--- src/design/sem_pkg.sv ---
`timescale 1ns / 1ps
// ----------------------------------------------------------------------------
// sem_pkg
// shared types and constants for the sobel edge magnitude block
// ----------------------------------------------------------------------------
package sem_pkg;

    localparam int PIX_W = 24;

    typedef struct packed {
        logic [7:0] red_in;
        logic [7:0] green_in;
        logic [7:0] blue_in;
        logic       flush;
    } sem_in_t;

    typedef struct packed {
        logic [7:0] red_out;
        logic [7:0] green_out;
        logic [7:0] blue_out;
        logic       frame_end;
    } sem_out_t;

    localparam logic [0:0] REG_FRAME_WIDTH  = 1'b0;
    localparam logic [0:0] REG_FRAME_HEIGHT = 1'b1;

    // controller to datapath
    typedef struct packed {
        logic rd_en;     // read line stores at current column
        logic shift;     // shift window, write line stores
        logic calc;      // register masked sums
        logic sq;        // register squares
        logic root_start;
        logic load_out;
    } sem_cmd_t;

    // datapath to controller
    typedef struct packed {
        logic root_done;
    } sem_sts_t;

endpackage

--- src/design/sem_ctrl.sv ---
`timescale 1ns / 1ps
// ----------------------------------------------------------------------------
// sem_ctrl
// controller: handshake, raster counters, border mask, sequencing
// ----------------------------------------------------------------------------
module sem_ctrl
    import sem_pkg::*;
#(
    parameter int MAX_WIDTH  = 1024,
    parameter int MAX_HEIGHT = 4096,
    localparam int AW = (MAX_WIDTH > 1) ? $clog2(MAX_WIDTH) : 1
) (
    input  logic          aclk,
    input  logic          aresetn,
    input  logic          cfg_wr_en,
    input  logic [0:0]    cfg_index,
    input  logic [12:0]   cfg_data,
    input  logic          s_valid,
    output logic          s_ready,
    output logic          m_valid,
    input  logic          m_ready,
    input  sem_sts_t      sts,
    output sem_cmd_t      cmd,
    output logic [AW-1:0] col,
    output logic [8:0]    mask,
    output logic          last
);
    typedef enum logic [5:0] {
        ST_IDLE = 6'b000001,
        ST_RD   = 6'b000010,
        ST_SHF  = 6'b000100,
        ST_SQ   = 6'b001000,
        ST_ROOT = 6'b010000,
        ST_OUT  = 6'b100000
    } state_t;

    state_t state_reg, state_next;
    logic [10:0] fw_reg;
    logic [12:0] fh_reg;
    logic [13:0] col_reg;
    logic [16:0] row_reg;
    logic [13:0] lag_reg;
    logic        mv_reg;
    logic [13:0] w;
    logic [16:0] h;
    logic [13:0] cc;
    logic [17:0] cr;
    logic        emit, do_out;

    assign w = (fw_reg == 0) ? 14'd1 :
        (32'(fw_reg) > MAX_WIDTH) ? 14'(MAX_WIDTH) : 14'(fw_reg);
    assign h = (fh_reg == 0) ? 17'd1 :
        (32'(fh_reg) > MAX_HEIGHT) ? 17'(MAX_HEIGHT) : 17'(fh_reg);

    assign col = col_reg[AW-1:0];
    assign cc  = (col_reg == 0) ? w - 14'd1 : col_reg - 14'd1;
    assign cr  = (col_reg == 0) ? {1'b0, row_reg} - 18'd2 : {1'b0, row_reg} - 18'd1;
    assign emit = lag_reg >= w + 14'd1;
    assign do_out = emit && !cr[17];
    assign last = (cr[16:0] == h - 17'd1) && (cc == w - 14'd1);

    always_comb begin
        logic b_c0, b_c2, b_r0, b_r2;
        b_c0 = (cc == 0);
        b_c2 = (cc == w - 14'd1);
        b_r0 = (cr[16:0] == 0);
        b_r2 = (cr[16:0] == h - 17'd1);
        for (int r = 0; r < 3; r++) begin
            for (int c = 0; c < 3; c++) begin
                mask[r*3+c] = (c == 0 && b_c0) || (c == 2 && b_c2) ||
                    (r == 0 && b_r0) || (r == 2 && b_r2);
            end
        end
    end

    assign s_ready = (state_reg == ST_IDLE);
    assign m_valid = mv_reg;

    always_comb begin
        state_next = state_reg;
        cmd = '0;
        case (state_reg)
            ST_IDLE: begin
                if (s_valid && s_ready) begin
                    cmd.rd_en  = 1'b1;
                    state_next = ST_RD;
                end
            end
            ST_RD: begin
                cmd.shift  = 1'b1;
                state_next = ST_SHF;
            end
            ST_SHF: begin
                if (do_out) begin
                    cmd.calc   = 1'b1;
                    state_next = ST_SQ;
                end else begin
                    state_next = ST_IDLE;
                end
            end
            ST_SQ: begin
                cmd.sq         = 1'b1;
                cmd.root_start = 1'b1;
                state_next     = ST_ROOT;
            end
            ST_ROOT: begin
                if (sts.root_done) begin
                    state_next = ST_OUT;
                end
            end
            ST_OUT: begin
                if (!mv_reg) begin
                    cmd.load_out = 1'b1;
                    state_next   = ST_IDLE;
                end
            end
            default: state_next = ST_IDLE;
        endcase
    end

    always_ff @(posedge aclk) begin
        if (!aresetn) begin
            state_reg <= ST_IDLE;
            fw_reg    <= 11'd640;
            fh_reg    <= 13'd480;
            col_reg   <= '0;
            row_reg   <= '0;
            lag_reg   <= '0;
            mv_reg    <= 1'b0;
        end else begin
            state_reg <= state_next;
            if (cmd.load_out) begin
                mv_reg <= 1'b1;
            end else if (m_ready) begin
                mv_reg <= 1'b0;
            end
            if (cfg_wr_en) begin
                if (cfg_index == REG_FRAME_WIDTH) begin
                    fw_reg <= cfg_data[10:0];
                end else begin
                    fh_reg <= cfg_data;
                end
                col_reg <= '0;
                row_reg <= '0;
                lag_reg <= '0;
            end else if (state_reg == ST_SHF) begin
                if (!emit) lag_reg <= lag_reg + 14'd1;
                if (do_out && last) begin
                    col_reg <= '0;
                    row_reg <= '0;
                    lag_reg <= '0;
                end else if (col_reg + 14'd1 >= w) begin
                    col_reg <= '0;
                    row_reg <= row_reg + 17'd1;
                end else begin
                    col_reg <= col_reg + 14'd1;
                end
            end
        end
    end
endmodule

--- config.mk ---
export PLATFORM = sky130hd
export DESIGN_NAME = sem_ctrl
export DESIGN_NICKNAME = d
export VERILOG_FILES = /design/src/design/sem_pkg.sv /design/src/design/sem_ctrl.sv
export SDC_FILE = /design/constraint.sdc
export NUM_CORES = 1
export LEC_CHECK = 0
export BUFFER_PORTS_ARGS = -buffer_cell sky130_fd_sc_hd__buf_2
export CAP_MARGIN = 15
export CORE_UTILIZATION = 50
export DETAILED_ROUTE_END_ITERATION = 16
export PLACE_DENSITY_LB_ADDON = 0.2
export SYNTH_ARGS = -nofsm -noshare
export SYNTH_HDL_FRONTEND = slang
export SYNTH_SLANG_ARGS = --single-unit
--- constraint.sdc ---
create_clock -name aclk -period 5.6 [get_ports aclk]
set_input_delay 1.68 -clock aclk [delete_from_list [all_inputs] [get_ports aclk]]
set_output_delay 1.68 -clock aclk [all_outputs]
set_load 0.05 [all_outputs]
==> results of run 1 <==
-- logic make-up (layout without fill, tap and decap cells) --
kind of cell / after synthesis / count (layout) / synth area share [%]
other: 2 / 2 / 0.116
multiplexers: 8 / 8 / 1.26
XOR/XNOR: 54 / 54 / 7.54
AO/OA/AOI/OAI: 190 / 190 / 19.8
adder cells (fa/ha/maj): 33 / 33 / 6.40
buffers and inverters: 104 / 124 / 7.21
AND/OR/NAND/NOR: 413 / 413 / 34.2
flip-flops: 76 / 76 / 23.6
-- layout by cell type, fill, tap and decap left out, types with 7 or more instances in the layout --
master / n
nand2b_1: 8
or3_1: 33
nand3b_1: 9
a31oi_1: 10
o21ai_0: 32
nor3b_1: 7
and3_1: 20
xor2_1: 19
dfxtp_2: 8
dfxtp_1: 67
buf_2: 40
nor2_1: 60
nor2b_1: 12
nand3_1: 38
clkbuf_16: 9
ha_1: 30
and2_1: 11
inv_1: 28
nor3_1: 20
nand4_1: 16
a21o_1: 7
a21boi_0: 20
nand2_1: 114
nor4_1: 12
buf_4: 35
xnor2_1: 34
or4_1: 10
a21oi_1: 50
-- how the worst max path moves through the flow --
| stage | startpoint | endpoint | slack [ps] |
|---|---|---|---|
| global route | fh_reg[9] | last | -6 |
| CTS | fw_reg[6] | mask[2] | 30 |
| global placement | fh_reg[9] | mask[7] | 220 |
| floorplan | fw_reg[3] | last | 70 |
| detailed placement | fw_reg[6] | cmd[3] | 150 |
| finish | fh_reg[9] | mask[8] | 120 |
-- per-layer routing --
| layer | vias up | part of all wire, % | global-route usage, % | routed length, microns |
|---|---|---|---|---|
| met2 | 183 | 50 | 48.3 | 9070 |
| met4 | 0 | 2.8 | 11.4 | 501 |
| li1 | 3180 | - | - | - |
| met1 | 3086 | 43 | 33.9 | 7820 |
| met3 | 38 | 4.4 | 5.13 | 807 |
| met5 | - | 0 | 0 | 0 |
-- worst max-delay path, delay by kind of cell (launching register included) --
kind / cells / cell delay (ps)
compound gates: 4 / 550
xor+xnor: 1 / 150
fa+ha+maj: 1 / 200
buf+inv: 3 / 480
flops: 1 / 370
simple gates: 6 / 1700
-- repair_timing --
action | in CTS | in global routing
setup buffers | 3 | 1
endpoints found under the setup margin | 7 | 7
resized for setup | 14 | 36
pin swaps | 3 | 8
endpoints found under the hold margin | 0 | 0
-- power by group through the flow --
stage	registers [W]	logic, W	clock network (W)
global placement	0.000583	0.000235	0
floorplan	0.000578	0.000183	0
global route	0.000575	0.000272	0.000685
finish	0.000574	0.000250	0.000644
detailed placement	0.000584	0.000239	0
CTS	0.000572	0.000242	0.000657
-- cells in the mapped netlist (11+ instances only) --
cell / number / area [sq um]
xor2_1: 19 / 166
and3_1: 20 / 125
a21oi_1: 51 / 255
inv_1: 28 / 105
clkbuf_1: 51 / 191
xnor2_1: 34 / 298
or3_1: 34 / 213
and2_1: 12 / 75.1
nor3_1: 22 / 110
ha_1: 33 / 413
nor4_1: 12 / 75.1
nand3_1: 38 / 190
nor2b_1: 13 / 81.3
or4_1: 12 / 90.1
o21ai_0: 33 / 165
buf_4: 13 / 97.6
nand4_1: 16 / 100
a21boi_0: 20 / 150
nand2_1: 114 / 428
nor2_1: 62 / 233
a31oi_1: 11 / 68.8
dfxtp_1: 76 / 1520
-- metrics by stage --
step	cells	cell area, sq um	total power (W)
after floorplan	880	6460	0.000761
after global placement	1053	6780	0.000818
after detailed placement	1053	6780	0.000823
after CTS	1071	7180	0.00147
after global routing	1072	7310	0.00153
final	1072	7310	0.00147
-- layout make-up --
class	count	area (sq um)
timing repair buffer	81	534
fill	1229	5310
tap	172	215
multi-input combinational	700	4600
sequential	76	1540
inverter	28	105
clock buffer	11	253
clock inverter	4	72.6
==> key figures, run 1 <==
Synthesis
  – Ys async rst share: 0%
  – Mean Syn Cell Area: around 7.3 sq um
  – Flip-flop cell with the highest count after synthesis: dfxtp_1
  – Yosys reg bits: 76
  – Cell variety after synth: 75
  – EDFF count, synth: 0
  – Netlist area before placement: roughly 6500 sq um
  – Sequential fraction of the synthesis area: 23.6%
  – Syn. warnings: 0
  – Cells after Synth: 880
  – Net count after synthesis: 933

Cells and area
  – Fraction of the core area covered by cells at the end of the flow: 57.9%
  – Number of flip-flops in the largest register: 17
  – Share of cells above drive strength 1: 16.9%
  – Post-layout net count: 949
  – Layout overhead on the synthesized area: 13.3%
  – Diodes inserted: 0

Worst setup path
  – Crit path max fanout: 12
  – Cell with the biggest individual delay on the critical path: or4_4
  – Critical path cell sequence: or3_4 > or4_4 > nor2_4 > o21ai_2 > ha_2 > buf_6 > nand2b_4 > o41ai_4 > xor2_1 > buf_4 > a211oi_2 > o221a_2 > nor4b_4 > or2_2 > buf_4
  – Worst setup EP type: primary output
  – Worst setup path class: reg2out
  – Arrival time reported for the critical path endpoint: around 3800 ps
  – Terminus of the critical flop-to-flop path: row_reg[4]
  – Register-to-register path setup slack: 940 ps
  – Register-to-Register Path Depth: 19
  – Critical Path Source Type: register
  – Slowest cell delay on critical path: 530 ps
  – Data required, critical path: about 4000 ps
  – CP dominant cell by count: buf_4
  – Critical register-to-register path startpoint: fh_reg[9]

Placement
  – HPWL after detailed placement: 13.8 mm
  – Global placement routability congestion: 0.932
  – IO buf count: 46
  – Pre-CTS worst setup slack: 148 ps

Hold path
  – Worst min-delay path category: reg2reg
  – Number of cells traversed by the worst hold path: 2
  – Min-delay src: row_reg[16]
  – Destination of the worst hold path: row_reg[16]

CTS
  – Post-CTS Hold Fix Bufs: 0
  – Number of buffers created by CTS: 9
  – Clock tree from TritonCTS: built
  – Clock network latency to the later pin of the worst-skew pair: 350 ps
  – Sinks on Clock Net: 76
  – Clk root buf: clkbuf_16
  – Clock transition at the registers of the reported paths: 60 ps
  – # H-tree levels: 3
  – Clock tree buffer depth: 2

Die
  – DIE AREA: 13400 sq um
  – Y dimension of the die: 116 microns
  – Standard cell core area: 12600 sq um
  – Standard-cell row count: a little over 40
  – Ports placed on the boundary: 48
  – Overall die width: 116 microns
  – Initial Utilization: between 50 and 60%

Global route
  – First-pass GRT wire length: between 20 and 30 mm
  – Global-route usage over all layers: 27.8%
  – Largest net degree at the start of global routing: 30
  – Antenna violations before repair: 0
  – Overflow after GRT: 0
  – Number of global-route vias before repair: between 5000 and 6000

Power
  – PwrDens: between 200 and 250 nW/um^2
  – Switching part of the total power: 27.5%
  – Part of the total power dissipated in the clock network: 43.9%
  – Combinational power share: around 17%
  – Peak VDD IR: 0.000152 V
  – Internal power contribution: 0.00106 W
  – Switching power: 0.000403 W
  – Register share of total power: 39.1%
  – Leakage power: 3.03 nW

Routing
  – Vias post-DR: 6487
  – First-pass DRT Iterations: 5
  – Post-route antenna net violation count: 0
  – Wire length per cell after detailed routing: 17.0 microns
  – Mean number of vias per cell: about 6
  – Drt total wl: 18.2 mm
  – Iteration-0 DRC Markers: between 400 and 500
  – Number of remaining DRC errors: 0

Outcome
  – Outcome: finished, final reports clean

STA
  – Setup repair after global routing missed its margin: true
  – Final worst clock skew: 9.64 ps
  – Final TNS setup: 0 ps
  – Final number of max-transition violations: 0
  – Worst-case hold slack: between 400 and 500 ps
  – Slew at the pin closest to its max-slew limit: 1010 ps
  – Worst setup slack after layout: 118 ps
  – Number of hold-slack violations in the final timing report: 0
  – Final critical-path required period: approximately 5500 ps
  – Final setup violation count: 0
  – Period utilisation layout: between 90% and 100%
  – Relative slew margins: 32.6%
  – Maximum clock frequency: 0.182 GHz

Job
  – Max-cap violations: 0
(Power assumes the default switching activity.)
==> run 2: changes to the inputs <==
--- a/config.mk
+++ b/config.mk
@@ -6,7 +6,8 @@
 export NUM_CORES = 1
 export LEC_CHECK = 0
 export BUFFER_PORTS_ARGS = -buffer_cell sky130_fd_sc_hd__buf_2
-export CAP_MARGIN = 15
+export CAP_MARGIN = 20
+export CORE_MARGIN = 4
 export CORE_UTILIZATION = 50
 export DETAILED_ROUTE_END_ITERATION = 16
 export PLACE_DENSITY_LB_ADDON = 0.2
==> key figures, run 2 (synthesis gave the netlist of run 1 again) <==
Job
  – Max-cap violations: 0 (unchanged)

Placement
  – IO buf count: 46 (unchanged)
  – Pre-CTS worst setup slack: 70.5 ps (was 148 ps)
  – Post-Place Cells: 1055 (was 1053)
  – Global placement routability congestion: 0.944 (was 0.932)
  – HPWL after detailed placement: 14.0 mm (was 13.8 mm)

Worst setup path
  – Worst setup path end: last (was mask[8])
  – Register-to-register path setup slack: 1020 ps (was 940 ps)
  – Slowest cell delay on critical path: 570 ps (was 530 ps)
  – Crit. Startpoint: fh_reg[9] (unchanged)
  – CP dominant cell by count: buf_4 (unchanged)
  – Arrival time reported for the critical path endpoint: 3970 ps (was 3800 ps)
  – Critical register-to-register path startpoint: fh_reg[9] (unchanged)
  – Worst path bufs/invs: 11 (was 3)
  – Critical Path Source Type: register (unchanged)
  – Register-to-Register Path Depth: 21 (was 19)
  – Cell with the biggest individual delay on the critical path: or4_4 (unchanged)
  – Number of gates on the worst path with buffers counted: 19 (was 15)
  – Data required, critical path: 3920 ps (about the same)
  – Worst setup path class: reg2out (unchanged)
  – Family with the most delay on the worst path: simple AND/OR/NAND/NOR gates (unchanged)
  – Crit path max fanout: 5 (was 12)
  – Critical path cell sequence: or3_4 > or4_4 > nor2_4 > buf_6 > buf_4 > buf_4 > buf_4 > buf_4 > buf_4 > buf_4 > buf_4 > buf_4 > o22ai_2 > nor4bb_1 > o221a_2 > nor4b_4 > buf_4 > and2_4 > buf_8 (was or3_4 > or4_4 > nor2_4 > o21ai_2 > ha_2 > buf_6 > nand2b_4 > o41ai_4 > xor2_1 > buf_4 > a211oi_2 > o221a_2 > nor4b_4 > or2_2 > buf_4)
  – Worst setup EP type: primary output (unchanged)
  – Terminus of the critical flop-to-flop path: lag_reg[5] (was row_reg[4])

STA
  – Final worst clock skew: 6.01 ps (was 9.64 ps)
  – Final setup violation count: 4 (was 0)
  – Final critical-path required period: 5650 ps (was 5480 ps)
  – Slew at the pin closest to its max-slew limit: 875 ps (was 1010 ps)
  – Maximum clock frequency: 0.177 GHz (was 0.182 GHz)
  – Setup repair after global routing missed its margin: true (unchanged)
  – Worst setup slack after layout: -46.0 ps (was 118 ps)
  – Final number of max-transition violations: 0 (unchanged)
  – Relative slew margins: 41.5% (was 32.6%)
  – Number of hold-slack violations in the final timing report: 0 (unchanged)
  – Period utilisation layout: 101% (was 97.9%)

CTS
  – Sinks on Clock Net: 76 (unchanged)
  – Clock transition at the registers of the reported paths: 60 ps (about the same)
  – Clock tree from TritonCTS: built (unchanged)
  – Clk root buf: clkbuf_16 (unchanged)
  – Clock network latency to the later pin of the worst-skew pair: 350 ps (about the same)
  – # H-tree levels: 3 (unchanged)
  – Number of buffers created by CTS: 9 (unchanged)
  – Post-CTS Hold Fix Bufs: 0 (unchanged)
  – Clock tree buffer depth: 2 (unchanged)

Die
  – Initial Utilization: 51.2% (unchanged)
  – Y dimension of the die: 122 microns (was 116 microns)
  – Standard cell core area: 12600 sq um (unchanged)
  – Overall die width: 122 microns (was 116 microns)
  – Standard-cell row count: 41 (unchanged)
  – DIE AREA: 14800 sq um (was 13400 sq um)
  – Ports placed on the boundary: 48 (unchanged)

Outcome
  – Failing checks: negative setup slack
  – Outcome: finished with violations (was finished, final reports clean)

Cells and area
  – Diodes inserted: 0 (unchanged)
  – Final cell count without fillers: 1090 (was 1072)
  – Fraction of the core area covered by cells at the end of the flow: 58.8% (was 57.9%)
  – Share of cells above drive strength 1: 17.9% (was 16.9%)
  – Layout overhead on the synthesized area: 15.0% (was 13.3%)
  – Most used cells in the layout excluding fill and tap cells: 114 x nand2_1, 70 x dfxtp_1, 60 x nor2_1, 50 x a21oi_1, 49 x buf_4 (was 114 x nand2_1, 67 x dfxtp_1, 60 x nor2_1, 50 x a21oi_1, 40 x buf_2)
  – Most common cell after layout, fill and taps aside: nand2_1 (unchanged)
  – Number of flip-flops in the largest register: 17 (unchanged)
  – Post-layout net count: 966 (was 949)

Hold path
  – Worst min-delay path category: reg2reg (unchanged)

Power
  – PwrDens: 197 nW/um^2 (was 201 nW/um^2)
  – Peak VDD IR: 0.000166 V (was 0.000152 V)
  – Overall power after layout: 0.00146 W (was 0.00147 W)
  – Leakage power: 3.09 nW (was 3.03 nW)

Global route
  – Global-route usage over all layers: 25.2% (was 27.8%)
  – First-pass GRT wire length: 30.0 mm (was 29.1 mm)
  – Overflow after GRT: 0 (unchanged)
  – Largest net degree at the start of global routing: 32 (was 30)
  – Number of global-route vias before repair: 6243 (was 5967)
  – Antenna violations before repair: 0 (unchanged)

Routing
  – Vias post-DR: 6641 (was 6487)
  – Wire length per cell after detailed routing: 17.1 microns (was 17.0 microns)
  – First-pass DRT Iterations: 7 (was 5)
  – Post-route antenna net violation count: 0 (unchanged)
  – Number of remaining DRC errors: 0 (unchanged)
  – Iteration-0 DRC Markers: 577 (was 449)
  – Mean number of vias per cell: 6.09 (was 6.05)
  – Drt total wl: 18.7 mm (was 18.2 mm)
[run 2: changes by cell type in the layout (fill, tap and decap cells not counted), moves of 2 or more]
cell	delta
buf_4	+14
dfxtp_1	+3
dfxtp_2	-3
clkbuf_1	+2
[run 2: worst min path at each step]
stage	endpoint	slack, ps	from	depth (start not counted)
5_1_grt	lag_reg[13]	500	lag_reg[13]	2
3_3_place_gp	row_reg[16]	470	row_reg[16]	2
3_5_place_dp	lag_reg[13]	480	lag_reg[13]	2
6_report	row_reg[16]	480	row_reg[16]	2
4_1_cts	row_reg[16]	490	row_reg[16]	2
2_1_floorplan	lag_reg[13]	440	lag_reg[13]	2
[run 2: where the power goes]
part / switching [W] / internal [W]
Combinational: 0.000155 / 0.000100
Clock: 0.000229 / 0.000402
Sequential: 0.0000170 / 0.000556
[run 2: what timing repair did]
item | CTS | global route
resized for setup | 15 | 33
pin swaps | 2 | 10
buffers inserted | 13 | 5
setup endpoints to repair | 6 | 7
[run 2: through the flow]
stage / cell area [sq um] / hold slack [ps] / TNS, ps
after floorplan: 6460 / 435 / 0
after global placement: 6790 / 471 / 0
after detailed placement: 6790 / 478 / 0
after CTS: 7270 / 486 / 0
after global routing: 7420 / 504 / -346
final: 7420 / 478 / -131
[run 2: final cells by class]
class / count / area (sq um)
fillers: 1190 / 5200
multi-input cells: 700 / 4580
flip-flops and latches: 76 / 1530
repair buffers: 98 / 671
clock buffers: 12 / 246
well taps: 172 / 215
inverters: 28 / 105
clock inverters: 4 / 72.6
[run 2: layer usage]
layer  vias up  routed length [microns]  global-route usage, %
li1       3220                        -                      -
met3        43                      929                   3.71
met5         -                        0                      0
met4         0                      482                   9.87
met2       196                     9360                   44.3
met1      3182                     7910                   31.0
[run 2: worst min-delay path, stage by stage (launching register included)]
cell	delay [ps]
dfxtp_1	310
o21ai_0	60
a21oi_1	60
==> run 3: changes to the inputs <==
--- a/config.mk
+++ b/config.mk
@@ -11,6 +11,7 @@
 export CORE_UTILIZATION = 50
 export DETAILED_ROUTE_END_ITERATION = 16
 export PLACE_DENSITY_LB_ADDON = 0.2
+export RECOVER_POWER = 25
 export SYNTH_ARGS = -nofsm -noshare
 export SYNTH_HDL_FRONTEND = slang
 export SYNTH_SLANG_ARGS = --single-unit
==> key figures, run 3 (synthesis gave the netlist of run 1 again) <==
Outcome
  – Outcome: finished with violations (unchanged)
  – Failing checks: negative setup slack (unchanged)

Die
  – Standard cell core area: 12600 sq um (unchanged)
  – Initial Utilization: 51.2% (unchanged)
  – Standard-cell row count: 41 (unchanged)
  – Y dimension of the die: 122 microns (unchanged)
  – Overall die width: 122 microns (unchanged)
  – Ports placed on the boundary: 48 (unchanged)
  – DIE AREA: 14800 sq um (unchanged)

Worst setup path
  – Critical Path Source Type: register (unchanged)
  – Slowest cell delay on critical path: 570 ps (about the same)
  – Worst setup path class: reg2out (unchanged)
  – Worst setup EP type: primary output (unchanged)
  – Data required, critical path: 3920 ps (about the same)
  – Cell with the biggest individual delay on the critical path: or4_4 (unchanged)
  – Critical register-to-register path startpoint: fh_reg[9] (unchanged)
  – Register-to-register path setup slack: 1010 ps (was 1020 ps)
  – Family with the most delay on the worst path: simple AND/OR/NAND/NOR gates (unchanged)
  – Worst path bufs/invs: 11 (unchanged)
  – Arrival time reported for the critical path endpoint: 3970 ps (about the same)
  – Number of gates on the worst path with buffers counted: 19 (unchanged)
  – Terminus of the critical flop-to-flop path: lag_reg[5] (unchanged)
  – Register-to-Register Path Depth: 21 (unchanged)
  – Critical path cell sequence: or3_4 > or4_4 > nor2_4 > buf_6 > buf_4 > buf_4 > buf_4 > buf_4 > buf_4 > buf_4 > buf_4 > buf_4 > o22ai_2 > nor4bb_1 > o221a_2 > nor4b_4 > buf_4 > and2_4 > buf_8 (unchanged)
  – CP dominant cell by count: buf_4 (unchanged)
  – Crit path max fanout: 5 (unchanged)
  – Crit. Startpoint: fh_reg[9] (unchanged)
  – Worst setup path end: last (unchanged)

CTS
  – # H-tree levels: 3 (unchanged)
  – Clock tree buffer depth: 2 (unchanged)
  – Sinks on Clock Net: 76 (unchanged)
  – Number of buffers created by CTS: 9 (unchanged)
  – Clock tree from TritonCTS: built (unchanged)
  – Clk root buf: clkbuf_16 (unchanged)
  – Clock network latency to the later pin of the worst-skew pair: 350 ps (about the same)
  – Clock transition at the registers of the reported paths: 60 ps (about the same)

STA
  – Number of hold-slack violations in the final timing report: 0 (unchanged)
  – Final number of max-transition violations: 0 (unchanged)
  – Slew at the pin closest to its max-slew limit: 1020 ps (was 875 ps)
  – Setup repair after global routing missed its margin: true (unchanged)
  – Final TNS setup: -150 ps (was -131 ps)
  – Final setup violation count: 4 (unchanged)
  – Final worst clock skew: 6.02 ps (was 6.01 ps)
  – Maximum clock frequency: 0.177 GHz (about the same)
  – Relative slew margins: 32.3% (was 41.5%)
  – Period utilisation layout: 101% (about the same)
  – Final critical-path required period: 5650 ps (about the same)
  – Worst setup slack after layout: -50.9 ps (was -46.0 ps)

Cells and area
  – Fill count: 1192 (was 1190)
  – Final cell count without fillers: 1090 (unchanged)
  – Fraction of the core area covered by cells at the end of the flow: 58.8% (about the same)
  – Final std cell area, no fill: 7420 sq um (about the same)
  – Diodes inserted: 0 (unchanged)
  – Most common cell after layout, fill and taps aside: nand2_1 (unchanged)
  – Share of cells above drive strength 1: 17.6% (was 17.9%)
  – Post-layout net count: 966 (unchanged)
  – Layout overhead on the synthesized area: 15.0% (about the same)
  – Most used cells in the layout excluding fill and tap cells: 114 x nand2_1, 70 x dfxtp_1, 60 x nor2_1, 50 x a21oi_1, 49 x buf_4 (unchanged)
  – Number of flip-flops in the largest register: 17 (unchanged)

Routing
  – Drt total wl: 18.7 mm (about the same)
  – Wire length per cell after detailed routing: 17.1 microns (about the same)
  – First-pass DRT Iterations: 6 (was 7)
  – Vias post-DR: 6663 (was 6641)
  – Number of remaining DRC errors: 0 (unchanged)
  – Iteration-0 DRC Markers: 607 (was 577)
  – Post-route antenna net violation count: 0 (unchanged)
  – Mean number of vias per cell: 6.11 (was 6.09)

Placement
  – IO buf count: 46 (unchanged)
  – Placed cell area: 6790 sq um (unchanged)
  – Global placement routability congestion: 0.944 (unchanged)
  – Post-Place Cells: 1055 (unchanged)
  – HPWL after detailed placement: 14.0 mm (unchanged)

Power
  – Peak VDD IR: 0.000165 V (was 0.000166 V)
  – PwrDens: 197 nW/um^2 (about the same)
  – Leakage power: 3.08 nW (was 3.09 nW)

Global route
  – Largest net degree at the start of global routing: 32 (unchanged)
  – Number of global-route vias before repair: 6243 (unchanged)
  – Antenna violations before repair: 0 (unchanged)
  – First-pass GRT wire length: 30.0 mm (unchanged)
  – Global-route usage over all layers: 25.2% (unchanged)
  – Overflow after GRT: 0 (unchanged)

Job
  – Max-cap violations: 0 (unchanged)

Hold path
  – Worst min-delay path category: reg2reg (unchanged)
[run 3: cell types whose count changed in the layout (fill, tap and decap cells not counted)]
cell,delta
buf_2,-2
clkbuf_1,+2
[run 3: routing by layer]
metal  share of wire, %  GRT usage (%)
met4                2.6           9.87
met5                  0              0
met2                 50           44.3
met1                 42           31.0
met3                5.2           3.71
[run 3: through the flow]
stage               worst slack (ps)  power, W  hold slack (ps)
floorplan                       71.0  0.000761              435
global placement                 284  0.000818              471
detailed placement              70.5  0.000824              478
CTS                            0.828   0.00146              486
global route                    -101   0.00152              504
finish                         -50.9   0.00146              478
[run 3: power breakdown]
group          internal [W]  switching, W  leakage (nW)
combinational      0.000100      0.000155          2.31
sequential         0.000556     0.0000172         0.617
clock              0.000402      0.000229         0.153
[run 3: layout make-up]
cell class | instances | area, sq um | share of cell area (%)
clock inverter | 4 | 72.6 | 0.978
inverter | 28 | 105 | 1.42
clock buffer | 12 | 246 | 3.32
timing repair buffer | 98 | 668 | 9.00
sequential | 76 | 1530 | 20.6
multi-input combinational | 700 | 4580 | 61.7
tap | 172 | 215 | 2.90
[run 3: worst register-to-register path, cell delays in order (launching register included)]
cell and delay, ps:
dfxtp_4 360, or3_4 370, or4_4 570, nor2_4 150, buf_6 100, buf_4 90, buf_4 90, buf_4 90
buf_4 100, buf_4 100, buf_4 90, buf_4 100, buf_4 100, o22ai_2 70, nor4bb_1 330, o221a_2 250
nor4b_4 180, buf_4 190, buf_4 170, a31oi_2 340, or4_1 610, nand2_1 80
[run 3: repair_timing]
action / 4_1_cts / 5_1_grt
pin swaps: 2 / 10
gates resized for setup: 15 / 33
buffers inserted: 13 / 5
hold buffers: 0 / 0
setup endpoints to repair: 6 / 7
[run 3: worst min path at each step]
stage                startpoint     endpoint  slack [ps]  depth (start not counted)
floorplan           lag_reg[13]  lag_reg[13]         440                          2
CTS                 row_reg[16]  row_reg[16]         490                          2
detailed placement  lag_reg[13]  lag_reg[13]         480                          2
global route        lag_reg[13]  lag_reg[13]         500                          2
global placement    row_reg[16]  row_reg[16]         470                          2
finish              row_reg[16]  row_reg[16]         480                          2
